**src/rtl/sbae_pkg.sv**
```systemverilog
`timescale 1ns / 1ps

package sbae_pkg;

	// register map, index = paddr / 4
	typedef enum logic [1:0] {
		REG_BRUSH_SIZE = 2'd0,
		REG_OPACITY    = 2'd1,
		REG_HARDNESS   = 2'd2
	} reg_idx_t;

	localparam logic [15:0] RST_BRUSH_SIZE = 16'd160;
	localparam logic [15:0] RST_OPACITY    = 16'd65535;
	localparam logic [15:0] RST_HARDNESS   = 16'd32768;

	// Q1.16 one and the hardness clamp (0.9999)
	localparam logic [16:0] ONE_Q16  = 17'd65536;
	localparam logic [15:0] HARD_MAX = 16'd65529;
	// 3.0 in Q.16 for the smoothstep polynomial
	localparam logic [17:0] THREE_Q16 = 18'd196608;

	// normalized distance squared (Q0.32) and its root (Q0.16)
	localparam int Q_BITS = 32;
	localparam int R_BITS = 16;

	// sideband that rides along every stage of the chain
	typedef struct packed {
		logic        touched;
		logic [7:0]  old_alpha;
		logic [15:0] erase;
	} side_t;

	localparam int SIDE_W = $bits(side_t);

endpackage

```
**src/rtl/sbae_sqrt_cell.sv**
```systemverilog
`timescale 1ns / 1ps

// One digit-by-digit square root step: consumes two radicand bits,
// produces one root bit.
module sbae_sqrt_cell (
	input  logic                       clk,
	input  logic                       arst_n,
	input  logic                       en,
	input  logic                       up_valid,
	input  logic [sbae_pkg::Q_BITS-1:0] up_rad,
	input  logic [sbae_pkg::R_BITS:0]   up_rem,
	input  logic [sbae_pkg::R_BITS-1:0] up_root,
	input  logic [sbae_pkg::SIDE_W-1:0] up_side,
	output logic                       dn_valid,
	output logic [sbae_pkg::Q_BITS-1:0] dn_rad,
	output logic [sbae_pkg::R_BITS:0]   dn_rem,
	output logic [sbae_pkg::R_BITS-1:0] dn_root,
	output logic [sbae_pkg::SIDE_W-1:0] dn_side
);

	import sbae_pkg::*;

	logic [R_BITS+1:0] cur;
	logic [R_BITS+1:0] trial;
	logic [R_BITS+1:0] diff;
	logic              ge;

	logic              valid_q;
	logic [Q_BITS-1:0] rad_q;
	logic [R_BITS:0]   rem_q;
	logic [R_BITS-1:0] root_q;
	logic [SIDE_W-1:0] side_q;

	// bring down two bits, try root*4+1
	always_comb begin
		cur   = {up_rem[R_BITS-1:0], up_rad[Q_BITS-1 -: 2]};
		trial = {up_root, 2'b01};
		diff  = cur - trial;
		ge    = (cur >= trial);
	end

	always_ff @(posedge clk or negedge arst_n) begin
		if (!arst_n) begin
			valid_q <= 1'b0;
		end else if (en) begin
			valid_q <= up_valid;
		end
	end

	always_ff @(posedge clk) begin
		if (en) begin
			rad_q  <= {up_rad[Q_BITS-3:0], 2'b00};
			rem_q  <= ge ? diff[R_BITS:0] : cur[R_BITS:0];
			root_q <= {up_root[R_BITS-2:0], ge};
			side_q <= up_side;
		end
	end

	assign dn_valid = valid_q;
	assign dn_rad   = rad_q;
	assign dn_rem   = rem_q;
	assign dn_root  = root_q;
	assign dn_side  = side_q;

endmodule

```
**config.mk**
```make
export PLATFORM = sky130hd
export DESIGN_NAME = sbae_sqrt_cell
export DESIGN_NICKNAME = d
export VERILOG_FILES = /design/src/rtl/sbae_pkg.sv /design/src/rtl/sbae_sqrt_cell.sv
export SDC_FILE = /design/constraint.sdc
export NUM_CORES = 1
export LEC_CHECK = 0
export BUFFER_PORTS_ARGS = -buffer_cell sky130_fd_sc_hd__buf_2
export CAP_MARGIN = 20
export CORE_MARGIN = 2
export CORE_UTILIZATION = 48
export CTS_BUF_LIST = sky130_fd_sc_hd__clkbuf_2 sky130_fd_sc_hd__clkbuf_4 sky130_fd_sc_hd__clkbuf_8
export CTS_CLUSTER_SIZE = 25
export DETAILED_ROUTE_END_ITERATION = 8
export PLACE_DENSITY = 0.82
export SKIP_CTS_REPAIR_TIMING = 1
export SLEW_MARGIN = 0
export SYNTH_ARGS = -nofsm -noshare
export SYNTH_HDL_FRONTEND = slang
export SYNTH_SLANG_ARGS = --single-unit
```
**constraint.sdc**
```tcl
create_clock -name clk -period 1 [get_ports clk]
set_clock_uncertainty 0.2 [all_clocks]
set_input_delay 0.2 -clock clk [delete_from_list [all_inputs] [get_ports clk]]
set_output_delay 0.2 -clock clk [all_outputs]
set_load 0.02 [all_outputs]
```
==> results_dict.tcl <==
set metrics [dict create \
    cts_sinks 89 \
    fin_nets 699 \
    clkPwrFrac_pct 24.0 \
    startpoint_type "primary input" \
    grt_usage_pct 22.9 \
    critPathLaunch "up_root[5]" \
    comb_power_share_pct 30.1 \
    syn-instance-count 267 \
    initialDrtViolationCount 683 \
    fin_crit_ns 2.31 \
    vias 4067 \
    synth_area_sq_um 4000 \
    grt_pass1_vias 3107 \
    ys_ff_latch 89 \
    ys_warn_count 0 \
    grt_pass1_wl_microns 15300 \
    yosysSeqAreaShare_pct 66.7 \
    initial_core_util_pct 49.1 \
    finalWorstSetupSlack_ns -1.31 \
    slowest_stage "mux2_2" \
    cts_tree "yes" \
    final_max_slew_viol_count 0 \
    synthArstFlopShare_pct 1.12 \
    htreeDepth 3 \
    fmax_mhz 433 \
    port_buffers 181 \
    p_leak_uw 0.00310 \
    seqPwrFrac_pct 46.0 \
    root_buffer "clkbuf_8" \
    drtPass1Iterations 6 \
    drc_errors 0 \
    clock_path_buffers 2 \
    synth_edf_count 88 \
    power.switching_uw 3340 \
    place_ws_ns -1.63 \
    status "complete, but fails checks" \
    crit_family "compound AO/OA/AOI/OAI gates" \
    vias_per_cell 5.82 \
    dieWidth_microns 95.3 \
    path_class "in2reg" \
    p_int_uw 6950 \
    drt_wl_total_microns 17700 \
    layout-drive-gt1-share_pct 48.6 \
    area_growth_pct 72.1 \
    die_area_sq_um 9070 \
    clk_latency_ns 0.37 \
    power-per-cell-area_nw_per_um2 1500 \
    crit_path_end_kind "flip-flop" \
    hp-start "up_valid" \
    finalWeightedCongestion 0.841 \
    routedWlPerCell_microns 25.4 \
    violations "hold timing, setup timing" \
    overflow 0 \
    fp.dieH_microns 95.3 \
    rows 33 \
    switching_share_pct 32.5 \
    dpl.hpwl_microns 8290 \
    finalSetupViolCount 112 \
    cp_max_fo 6 \
    ys.flop_type "edfxtp_1" \
    grt_max_degree 36 \
    period_share_pct 231 \
    hold_path.class "in2reg" \
    maxCapViolations 0 \
    core_sq_um 8130 \
    antenna_found_initial 2 \
    crit-reg2reg-launch "dn_valid" \
    required_ns 0.96 \
    rsz0062_at_grt "true" \
    hold_viol 8 \
    ys_types 57 \
    cts_buffers 9 \
    antenna_left 0 \
    worst_ir_drop_vdd_v 0.000819 \
    power_uw 10300 \
    critPathArrivalTime_ns 2.27 \
    path_clk_slew_ns 0.11 \
    max_stage_delay_ns 0.37 \
    synth_area_per_cell_sq_um 15.0 \
    crit_chain "buf_2 > inv_1 > ha_1 > buf_4 > nor3_1 > a31oi_4 > a21oi_1 > mux2_2 > o31ai_1" \
    crit_buf_inv 3 \
    pin_count 185 \
    whs_ns -0.0829 \
]
kinds of logic (layout without fill, tap and decap cells):
group / Yosys count / in the layout / synth area share [%]
flops: 89 / 89 / 66.7
compound gates: 61 / 61 / 11.4
simple gates: 43 / 43 / 5.70
buf+inv: 32 / 356 / 3.97
fa+ha+maj: 18 / 18 / 5.63
mux: 12 / 12 / 4.07
xor+xnor: 11 / 11 / 2.41
other cells: 1 / 4 / 0.0938
registers in the layout, indices dropped and copies added (netlist names):
name / count
dn_rem: 17
dn_side: 25
dn_root: 16
dn_valid: 1
dn_rad: 30
cells in the final DEF, fill, tap and decap left out, types with 3 or more instances in the layout:
cell and n:
a21o_1 8, o21a_1 7, edfxtp_1 88, nor2_1 8
buf_2 112, xnor2_1 8, nand2_1 5, and3_1 3
nor3_1 4, mux2_4 8, o31ai_1 6, buf_12 3
buf_4 64, o21ai_0 11, a21oi_1 5, nand3_1 8
inv_1 21, ha_1 17, dlygate4sd3_1 70, xor2_1 3
buf_6 68, clkbuf_8 9
final timing paths:
kind                              endpoint  slack, ns  depth (start not counted)
worst max-delay path            dn_rem[14]      -1.31                          9
worst min-delay path              dn_valid      -0.08                          2
worst max register to register    dn_valid      -0.14                          2
worst min register to register    dn_valid       0.49                          2
min in group asynchronous         dn_valid       0.55                          3
max in group asynchronous         dn_valid      -0.05                          3
worst register-to-register path, stage by stage (launching register included):
cell	delay (ns)
dfrtp_2	0.45
buf_6	0.12
mux2_2	0.27
cell type report:
cell class	count	area (sq um)
tap	105	131
sequential	89	2670
antenna	2	5.00
clock buffer	10	131
clock inverter	6	42.5
timing repair buffer	317	2570
multi-input combinational	147	1220
fill	333	1250
inverter	23	111
metal layers:
| metal | part of all wire, % | wire length, microns | track usage, % |
|---|---|---|---|
| met2 | 47 | 8260 | 40.4 |
| met5 | 0 | 0 | 0 |
| met1 | 35 | 6180 | 25.7 |
| met4 | 5.0 | 889 | 10.4 |
| met3 | 14 | 2420 | 6.32 |
power groups by stage:
stage	clock network [uW]	registers (uW)	logic (uW)
floorplan	0	5130	798
global placement	0	4660	2200
detailed placement	0	4670	2260
CTS	2270	4590	2270
global route	2600	4750	3190
finish	2470	4730	3090
cell usage after synthesis (2+ instances only):
cell	n	area, sq um
o31ai_1	6	45.0
edfxtp_1	88	2640
nor3_1	4	20.0
o21a_1	7	52.6
nand4_1	2	12.5
mux2_4	8	120
nor2_1	9	33.8
mux2i_1	2	20.0
and3_1	3	18.8
nand3_1	8	40.0
nand2_1	5	18.8
o21ai_0	11	55.1
a21oi_1	6	30.0
inv_1	22	82.6
and2_1	2	12.5
ha_1	18	225
a21o_1	8	60.1
xor2_1	3	26.3
nand2b_1	2	12.5
xnor2_1	8	70.1
or2_2	2	12.5
clkbuf_1	5	18.8
mux2_2	2	22.5
buf_4	2	15.0
and4_1	2	17.5
through the flow:
| step | area (sq um) | setup TNS [ns] | instances | util [%] |
|---|---|---|---|---|
| 2_1_floorplan | 4030 | -27.73 | 268 | - |
| 3_3_place_gp | 5520 | -36.28 | 610 | 67.9 |
| 3_5_place_dp | 5520 | -37.84 | 610 | 67.9 |
| 4_1_cts | 5690 | -48.63 | 626 | 70.0 |
| 5_1_grt | 6880 | -54.69 | 699 | 84.6 |
| 6_report | 6880 | -52.26 | 699 | 84.6 |
Power figures use the tool's default switching activity.
