<file path="config.mk">
export PLATFORM = sky130hd
export DESIGN_NAME = sbae_div_cell
export DESIGN_NICKNAME = d
export VERILOG_FILES = /design/src/rtl/sbae_div_cell.sv
export SDC_FILE = /design/constraint.sdc
export NUM_CORES = 1
export LEC_CHECK = 0
export BUFFER_PORTS_ARGS = -buffer_cell sky130_fd_sc_hd__buf_2
export CAP_MARGIN = 20
export CORE_ASPECT_RATIO = 0.6
export CORE_MARGIN = 1.5
export CORE_UTILIZATION = 42
export CTS_BUF_LIST = sky130_fd_sc_hd__clkbuf_16
export DETAILED_ROUTE_END_ITERATION = 12
export GPL_TIMING_DRIVEN = 1
export MAX_ROUTING_LAYER = met4
export PLACE_DENSITY = 0.73
export SYNTH_ARGS = -nofsm -noshare
export SYNTH_HDL_FRONTEND = slang
export SYNTH_SLANG_ARGS = --single-unit
</file>
<file path="constraint.sdc">
create_clock -name clk -period 0.8 [get_ports clk]
set_input_delay 0.12 -clock clk [delete_from_list [all_inputs] [get_ports clk]]
set_output_delay 0.12 -clock clk [all_outputs]
set_load 0.02 [all_outputs]
</file>
<file path="src/rtl/sbae_div_cell.sv">
`timescale 1ns / 1ps

// One restoring division step: produces one quotient bit per cell.
module sbae_div_cell #(
	parameter int DW = 17,
	parameter int QW = 16,
	parameter int SW = 25
) (
	input  logic          clk,
	input  logic          arst_n,
	input  logic          en,
	input  logic          up_valid,
	input  logic [DW-1:0] up_rem,
	input  logic [DW-1:0] up_dvs,
	input  logic [QW-1:0] up_quot,
	input  logic [SW-1:0] up_side,
	output logic          dn_valid,
	output logic [DW-1:0] dn_rem,
	output logic [DW-1:0] dn_dvs,
	output logic [QW-1:0] dn_quot,
	output logic [SW-1:0] dn_side
);

	logic [DW:0]   wide;
	logic [DW:0]   diff;
	logic          ge;
	logic [DW-1:0] rem_n;

	logic          valid_q;
	logic [DW-1:0] rem_q;
	logic [DW-1:0] dvs_q;
	logic [QW-1:0] quot_q;
	logic [SW-1:0] side_q;

	// shift in a zero, subtract the divisor when it fits
	always_comb begin
		wide  = {up_rem, 1'b0};
		diff  = wide - {1'b0, up_dvs};
		ge    = (wide >= {1'b0, up_dvs});
		rem_n = ge ? diff[DW-1:0] : wide[DW-1:0];
	end

	always_ff @(posedge clk or negedge arst_n) begin
		if (!arst_n) begin
			valid_q <= 1'b0;
		end else if (en) begin
			valid_q <= up_valid;
		end
	end

	always_ff @(posedge clk) begin
		if (en) begin
			rem_q  <= rem_n;
			dvs_q  <= up_dvs;
			quot_q <= {up_quot[QW-2:0], ge};
			side_q <= up_side;
		end
	end

	assign dn_valid = valid_q;
	assign dn_rem   = rem_q;
	assign dn_dvs   = dvs_q;
	assign dn_quot  = quot_q;
	assign dn_side  = side_q;

endmodule

</file>
==> results.md, run 1 <==
* Max VDD drop at 1.25 mV
* Post-DRT Antenna Nets at 0
* Layout area overhead at 81.0%
* Buffers on Ports at ~150
* Critical Path AT at 2.21 ns
* Slew at the pin closest to its max-slew limit at 0.409 ns
* Die Footprint at between 0.008 and 0.009 sq mm
* Met3 GRT Util at 6.25%
* CTS sink cnt at 76
* Final hold violation count at 0
* M2 GR Usage at 37.3%
* Slew Viols, Final at 0
* Clock group share of total power at 34.1%
* Clock-pin slew on the worst setup and hold paths at 0.06 ns
* Syn_nets at 322
* CTS tree: built
* Startpoint Class: primary input
* Largest net degree at the start of global routing at 40
* Fillers at 484
* Net switching power at 3.22 mW
* Synth warn at 0
* Final WL at between 9 and 10 mm
* Combinational Power Share at 25.9%
* Yosys top cell by area: edfxtp_1
* Syn Area/Cell at between 15 and 20 sq um
* Die Span Y at 72.9 microns
* Synth top area share at ~66%
* Worst path slowest cell: fa_2
* Failing checks: negative setup slack
* DRT iter0 DRCs at 140
* Setup violators final at 95
* Layout net count at 607
* Row count at 25
* Sequential fraction of the synthesis area at approximately two thirds
* Slew margin rel. at 72.5%
* WL/cell at 15.7 microns
* Max Cap Viol at 0
* Root Buffer: clkbuf_16
* EDFF count, synth at 75
* Netlist cell types at 44
* Leak at 2.82 nW
* CTS buffer count at 9
* Boundary pin count at 155
* Final Skew at 0 ns
* Slowest cell delay on critical path at 0.38 ns
* Htree depth at 3
* DP Area at 0.00483 sq mm
* Diodes inserted at 0
* Sw Ratio at 25.7%
* Final min period at 2.14 ns
* Power Dens Cells at just over 2000 mW/mm^2
* Required @ worst endpoint at 0.88 ns
* Vias in the first global route at 2,956
* DR pass1 iterations at 4
* Placer congestion estimate at 0.886
* Commonest cells in the synthesized netlist: edfxtp_1, inv_1, ha_1
* Count leader, synth: edfxtp_1
* Worst setup margin at -1.34 ns
* GR Overflow Total at 0
* First-pass GRT wire length at 14.5 mm
* Post-Synthesis Cells at roughly 230
* Core Footprint at around 0.0079 sq mm
* RSZ-0062 raised after global routing: yes
* Min-Delay Path Class: in -> reg
* Total Power at about 13 mW
* #FFs+latches synth at 76
* Cell Area, Synth at 0.00342 sq mm
* CP Cell Sequence: buf_8, inv_4, fa_2, and2b_2, o2111ai_4, a32oi_4, a221oi_4, o21ai_4, buf_12, mux2_4
* Fmax at 0.468 GHz
* Pint at 9.32 mW
* Clk buf depth at 2
* Placed wire-length estimate at approximately 6.3 mm
* Total track usage at 22.5%
* Period utilization at 267%
* Avg Vias per Cell at 4.68
* CP endpoint kind: flop
* Area occupied by registers at approximately 0.0023 sq mm
* GR Util met1 at 28.0%
* Synth top area cells: edfxtp_1, ha_1, mux2_2, inv_1, mux2_4
* Multi-input gate area at between 0.001 and 0.0015 sq mm
* Critical path fanouts, max at 7
* Post-route cell area at 0.00620 sq mm
* Async S/R FF share, synth at around 1.3%
* Antenna violations before repair at 0
* Worst skew pair latency at 0.32 ns
* GR peak layer: met2
* # DRC at 0
* Share of cells above drive strength 1 at 51.1%
* Initial Utilization at 43.4%
* Sequential share of power at approximately 40%
* Die W at 120 microns
* Worst Setup Path Type: in -> reg
* Most used DFF post-synth: edfxtp_1
* Outcome: finished, violations left
* Via count at 2,913
through the flow:
stage / std cells / utilization [%] / hold WS [ns] / worst slack (ns) / setup TNS (ns)
after CTS: 621 / 75.0 / 0.0168 / -1.31 / -35.72
after detailed placement: 544 / 61.3 / -0.101 / -1.74 / -32.23
after floorplan: 225 / - / -0.176 / -1.55 / -25.19
after global placement: 544 / 61.3 / -0.101 / -1.67 / -30.12
final: 623 / 78.6 / 0.0250 / -1.34 / -35.53
after global routing: 623 / 78.6 / 0.0207 / -1.38 / -38.91
final cells by class:
cell class                      instances  share of cell area, %
Clock buffer                            9                   3.63
Tap cell                              108                   2.18
Inverter                               22                   1.37
Clock inverter                          7                   1.47
Timing Repair Buffer                  275                   36.0
Multi-Input combinational cell        126                   18.6
Sequential cell                        76                   36.8
cell families after synthesis:
kind of cell / share of synthesized area [%]
flip-flops: 66.5
adder cells (fa/ha/maj): 6.80
buffers and inverters: 2.74
multiplexers: 5.41
AND/OR/NAND/NOR: 4.83
AO/OA/AOI/OAI: 10.9
XOR/XNOR: 2.81
critical path, delay by kind of cell:
family / cells / cell delay [ns]
AO/OA/AOI/OAI: 4 / 0.86
adder cells (fa/ha/maj): 1 / 0.38
buffers and inverters: 3 / 0.29
multiplexers: 1 / 0.30
AND/OR/NAND/NOR: 1 / 0.26
layout by cell type (no fill, tap or decap), types with 7 or more instances in the layout:
master / n
a21o_1: 7
inv_1: 21
dlygate4sd3_1: 56
nor2_1: 9
buf_4: 60
buf_2: 95
edfxtp_1: 75
nand2_1: 10
a21oi_1: 10
xor2_1: 7
clkbuf_16: 9
mux2_4: 13
ha_1: 14
buf_6: 61
registers in the layout (all words and copies together) (netlist names):
name	flops
dn_dvs	17
dn_quot	16
dn_rem	17
dn_side	25
dn_valid	1
per-layer routing:
layer | vias up | share of wire [%]
met5 | - | 0
met4 | 0 | 0.65
met3 | 8 | 5.1
met2 | 101 | 50
met1 | 1384 | 44
li1 | 1420 | -
worst paths after layout:
check	to	cells past startpoint	slack, ns	start
worst max-delay path	dn_rem[5]	10	-1.34	up_rem[0]
worst min-delay path	dn_dvs[1]	1	0.02	up_dvs[1]
worst max register to register	dn_valid	1	-0.01	dn_valid
worst min register to register	dn_valid	1	0.56	dn_valid
max in group asynchronous	dn_valid	2	0.56	arst_n
min in group asynchronous	dn_valid	2	0.13	arst_n
what timing repair did:
action                     CTS  global route
hold endpoints to repair    56             0
hold buffers                56             0
setup endpoints to repair   94            95
resized for setup           55            82
pin swaps                    8             3
setup buffers                6             3
power by group through the flow:
stage / clock network, mW / registers (mW) / logic (mW)
floorplan: 0 / 5.53 / 0.853
global placement: 0 / 5.00 / 2.47
detailed placement: 0 / 5.01 / 2.52
CTS: 4.33 / 4.95 / 2.97
global route: 4.52 / 5.04 / 3.46
finish: 4.28 / 5.01 / 3.25
(Power assumes the default switching activity.)
==> inputs of run 2 (changes only) <==
==> constraint.sdc (replaced) <==
create_clock -name clk -period 0.8 [get_ports clk]
set_input_delay 0 -clock clk [delete_from_list [all_inputs] [get_ports clk]]
set_output_delay 0 -clock clk [all_outputs]
set_load 0.02 [all_outputs]
==> run 2 against run 1 <==
Against the previous run: the flow finishes with violations (negative hold slack, negative setup slack); clock skew did not move; clock-buffer cell count stayed put; total power is 5.2% lower; largest power group unchanged; global-route usage rose by 0.89 points; clock power fell by 15%; critical path depth unchanged; setup slack improved by 0.16 ns; worst hold slack worse by 0.17 ns; utilization fell by 0.49 points; flip-flop and latch count stayed put; non-clock buffer count grew 3.
==> results.md, run 2 (synthesis results as in run 1) <==
* Outcome: finished, violations left (unchanged)
* Failing checks: negative hold slack, negative setup slack (was negative setup slack)
* Layout net count at 610 (was 607)
* Row count at 25 (unchanged)
* Die Footprint at 0.00872 sq mm (unchanged)
* Worst skew pair latency at 0.34 ns (was 0.32 ns)
* Initial Utilization at 43.4% (unchanged)
* Period utilization at 247% (was 267%)
* Diodes inserted at 0 (unchanged)
* Root Buffer: clkbuf_16 (unchanged)
* Die Span Y at 72.9 microns (unchanged)
* DRT iter0 DRCs at 103 (was 140)
* Worst setup margin at -1.18 ns (was -1.34 ns)
* Placed wire-length estimate at 6.19 mm (was 6.26 mm)
* Required @ worst endpoint at 0.89 ns (was 0.88 ns)
* Clock-pin slew on the worst setup and hold paths at 0.06 ns (about the same)
* Slew margin rel. at 76.9% (was 72.5%)
* Final Skew at 0 ns (unchanged)
* Leak at 2.80 nW (was 2.82 nW)
* Post-DRT Antenna Nets at 0 (unchanged)
* Clk buf depth at 2 (unchanged)
* Min-Delay Path Class: in -> reg (unchanged)
* Via count at 2,942 (was 2,913)
* Critical Path AT at 2.06 ns (was 2.21 ns)
* Max VDD drop at 1.27 mV (was 1.25 mV)
* Final min period at 1.98 ns (was 2.14 ns)
* Total track usage at 23.4% (was 22.5%)
* Fmax at 0.506 GHz (was 0.468 GHz)
* GR peak layer: met2 (unchanged)
* M2 GR Usage at 39.8% (was 37.3%)
* GR Util met1 at 27.0% (was 28.0%)
* Most common cell after layout, fill and taps aside: buf_2 (unchanged)
* DP Cell Count at 544 (unchanged)
* Worst R2R Start: dn_valid (unchanged)
* Core Footprint at 0.00788 sq mm (unchanged)
* CTS buffer count at 9 (unchanged)
* CTS sink cnt at 76 (unchanged)
* Die W at 120 microns (unchanged)
* Share of cells above drive strength 1 at 50.8% (was 51.1%)
* DR pass1 iterations at 4 (unchanged)
* Setup violators final at 95 (unchanged)
* Htree depth at 3 (unchanged)
* Critical path fanouts, max at 4 (was 7)
* Final WL at 10.0 mm (was 9.75 mm)
* Placer congestion estimate at 0.887 (was 0.886)
* Hold Startpoint: up_dvs[0] (was up_dvs[1])
* Power Dens Cells at 1930 mW/mm^2 (was 2020 mW/mm^2)
* Setup crit start: up_rem[0] (unchanged)
* Startpoint Class: primary input (unchanged)
* Vias in the first global route at 3,044 (was 2,956)
* Met3 GRT Util at 7.81% (was 6.25%)
* CP endpoint kind: flop (unchanged)
* First-pass GRT wire length at 14.8 mm (was 14.5 mm)
* Boundary pin count at 155 (unchanged)
* Max FFs per register at 25 (unchanged)
* Finished Core Util at 78.1% (was 78.6%)
* Max Cap Viol at 0 (unchanged)
* Slew Viols, Final at 0 (unchanged)
* Largest net degree at the start of global routing at 40 (unchanged)
* CTS tree: built (unchanged)
* Worst Setup Path Type: in -> reg (unchanged)
* Antenna violations before repair at 0 (unchanged)
* GR Overflow Total at 0 (unchanged)
* Final hold violation count at 7 (was 0)
* Buffers on Ports at 153 (unchanged)
* Worst hold slack at -0.146 ns (was 0.0250 ns)
* Avg Vias per Cell at 4.70 (was 4.68)
* # DRC at 0 (unchanged)
* WL/cell at 16.0 microns (was 15.7 microns)
* Layout area overhead at 79.9% (was 81.0%)
* RSZ-0062 raised after global routing: yes (unchanged)
* Slew at the pin closest to its max-slew limit at 0.342 ns (was 0.409 ns)
* Fin cells at 626 (was 623)
* Most frequent cells in the layout: buf_2, edfxtp_1, dlygate4sd3_1, buf_4, buf_6 (was buf_2, edfxtp_1, buf_6)
## run 2: worst paths after layout
kind,end,slack [ns],depth (start not counted)
max,dn_rem[16],-1.18,10
min,dn_dvs[0],-0.15,1
max reg2reg,dn_valid,-0.01,1
min reg2reg,dn_valid,0.57,1
max in group asynchronous,dn_valid,0.15,3
min in group asynchronous,dn_valid,0.52,3
## run 2: final cells by class
type | instances | area (sq um)
flip-flops and latches | 76 | 2280
repair buffers | 278 | 2240
fillers | 511 | 1730
multi-input cells | 126 | 1160
clock buffers | 9 | 225
well taps | 108 | 135
inverters | 22 | 85.1
clock inverters | 7 | 38.8
## run 2: per-layer routing
layer	vias to the layer above	wire length, microns
met5	-	0
met4	0	95
met3	11	744
met2	115	5080
met1	1383	4100
li1	1433	-
## run 2: critical path, cell delays in order
cell,delay (ns)
buf_8,0.08
inv_4,0.03
fa_2,0.37
and2b_2,0.25
o2111ai_4,0.15
a32oi_4,0.31
a221oi_4,0.11
o21ai_4,0.28
buf_4,0.16
mux2_2,0.32
## run 2: stage by stage
step           setup TNS, ns  power, mW  setup slack, ns  cell area [sq um]
3_3_place_gp          -26.18       7.47            -1.55               4830
5_1_grt               -27.81       12.3            -1.25               6160
2_1_floorplan         -23.03       6.38            -1.43               3470
4_1_cts               -24.65       11.6            -1.16               5870
3_5_place_dp          -27.11       7.52            -1.60               4830
6_report              -24.83       11.9            -1.18               6160
## run 2: timing repair
item / 4_1_cts / 5_1_grt
setup buffers: 5 / 2
pin swaps: 9 / 2
endpoints found under the hold margin: 68 / 8
hold buffers: 60 / 1
setup endpoints to repair: 94 / 95
resized for setup: 47 / 80
## run 2: power breakdown
group,internal [mW],switching [mW]
clock network,2.06,1.58
registers,4.84,0.158
logic,1.73,1.50
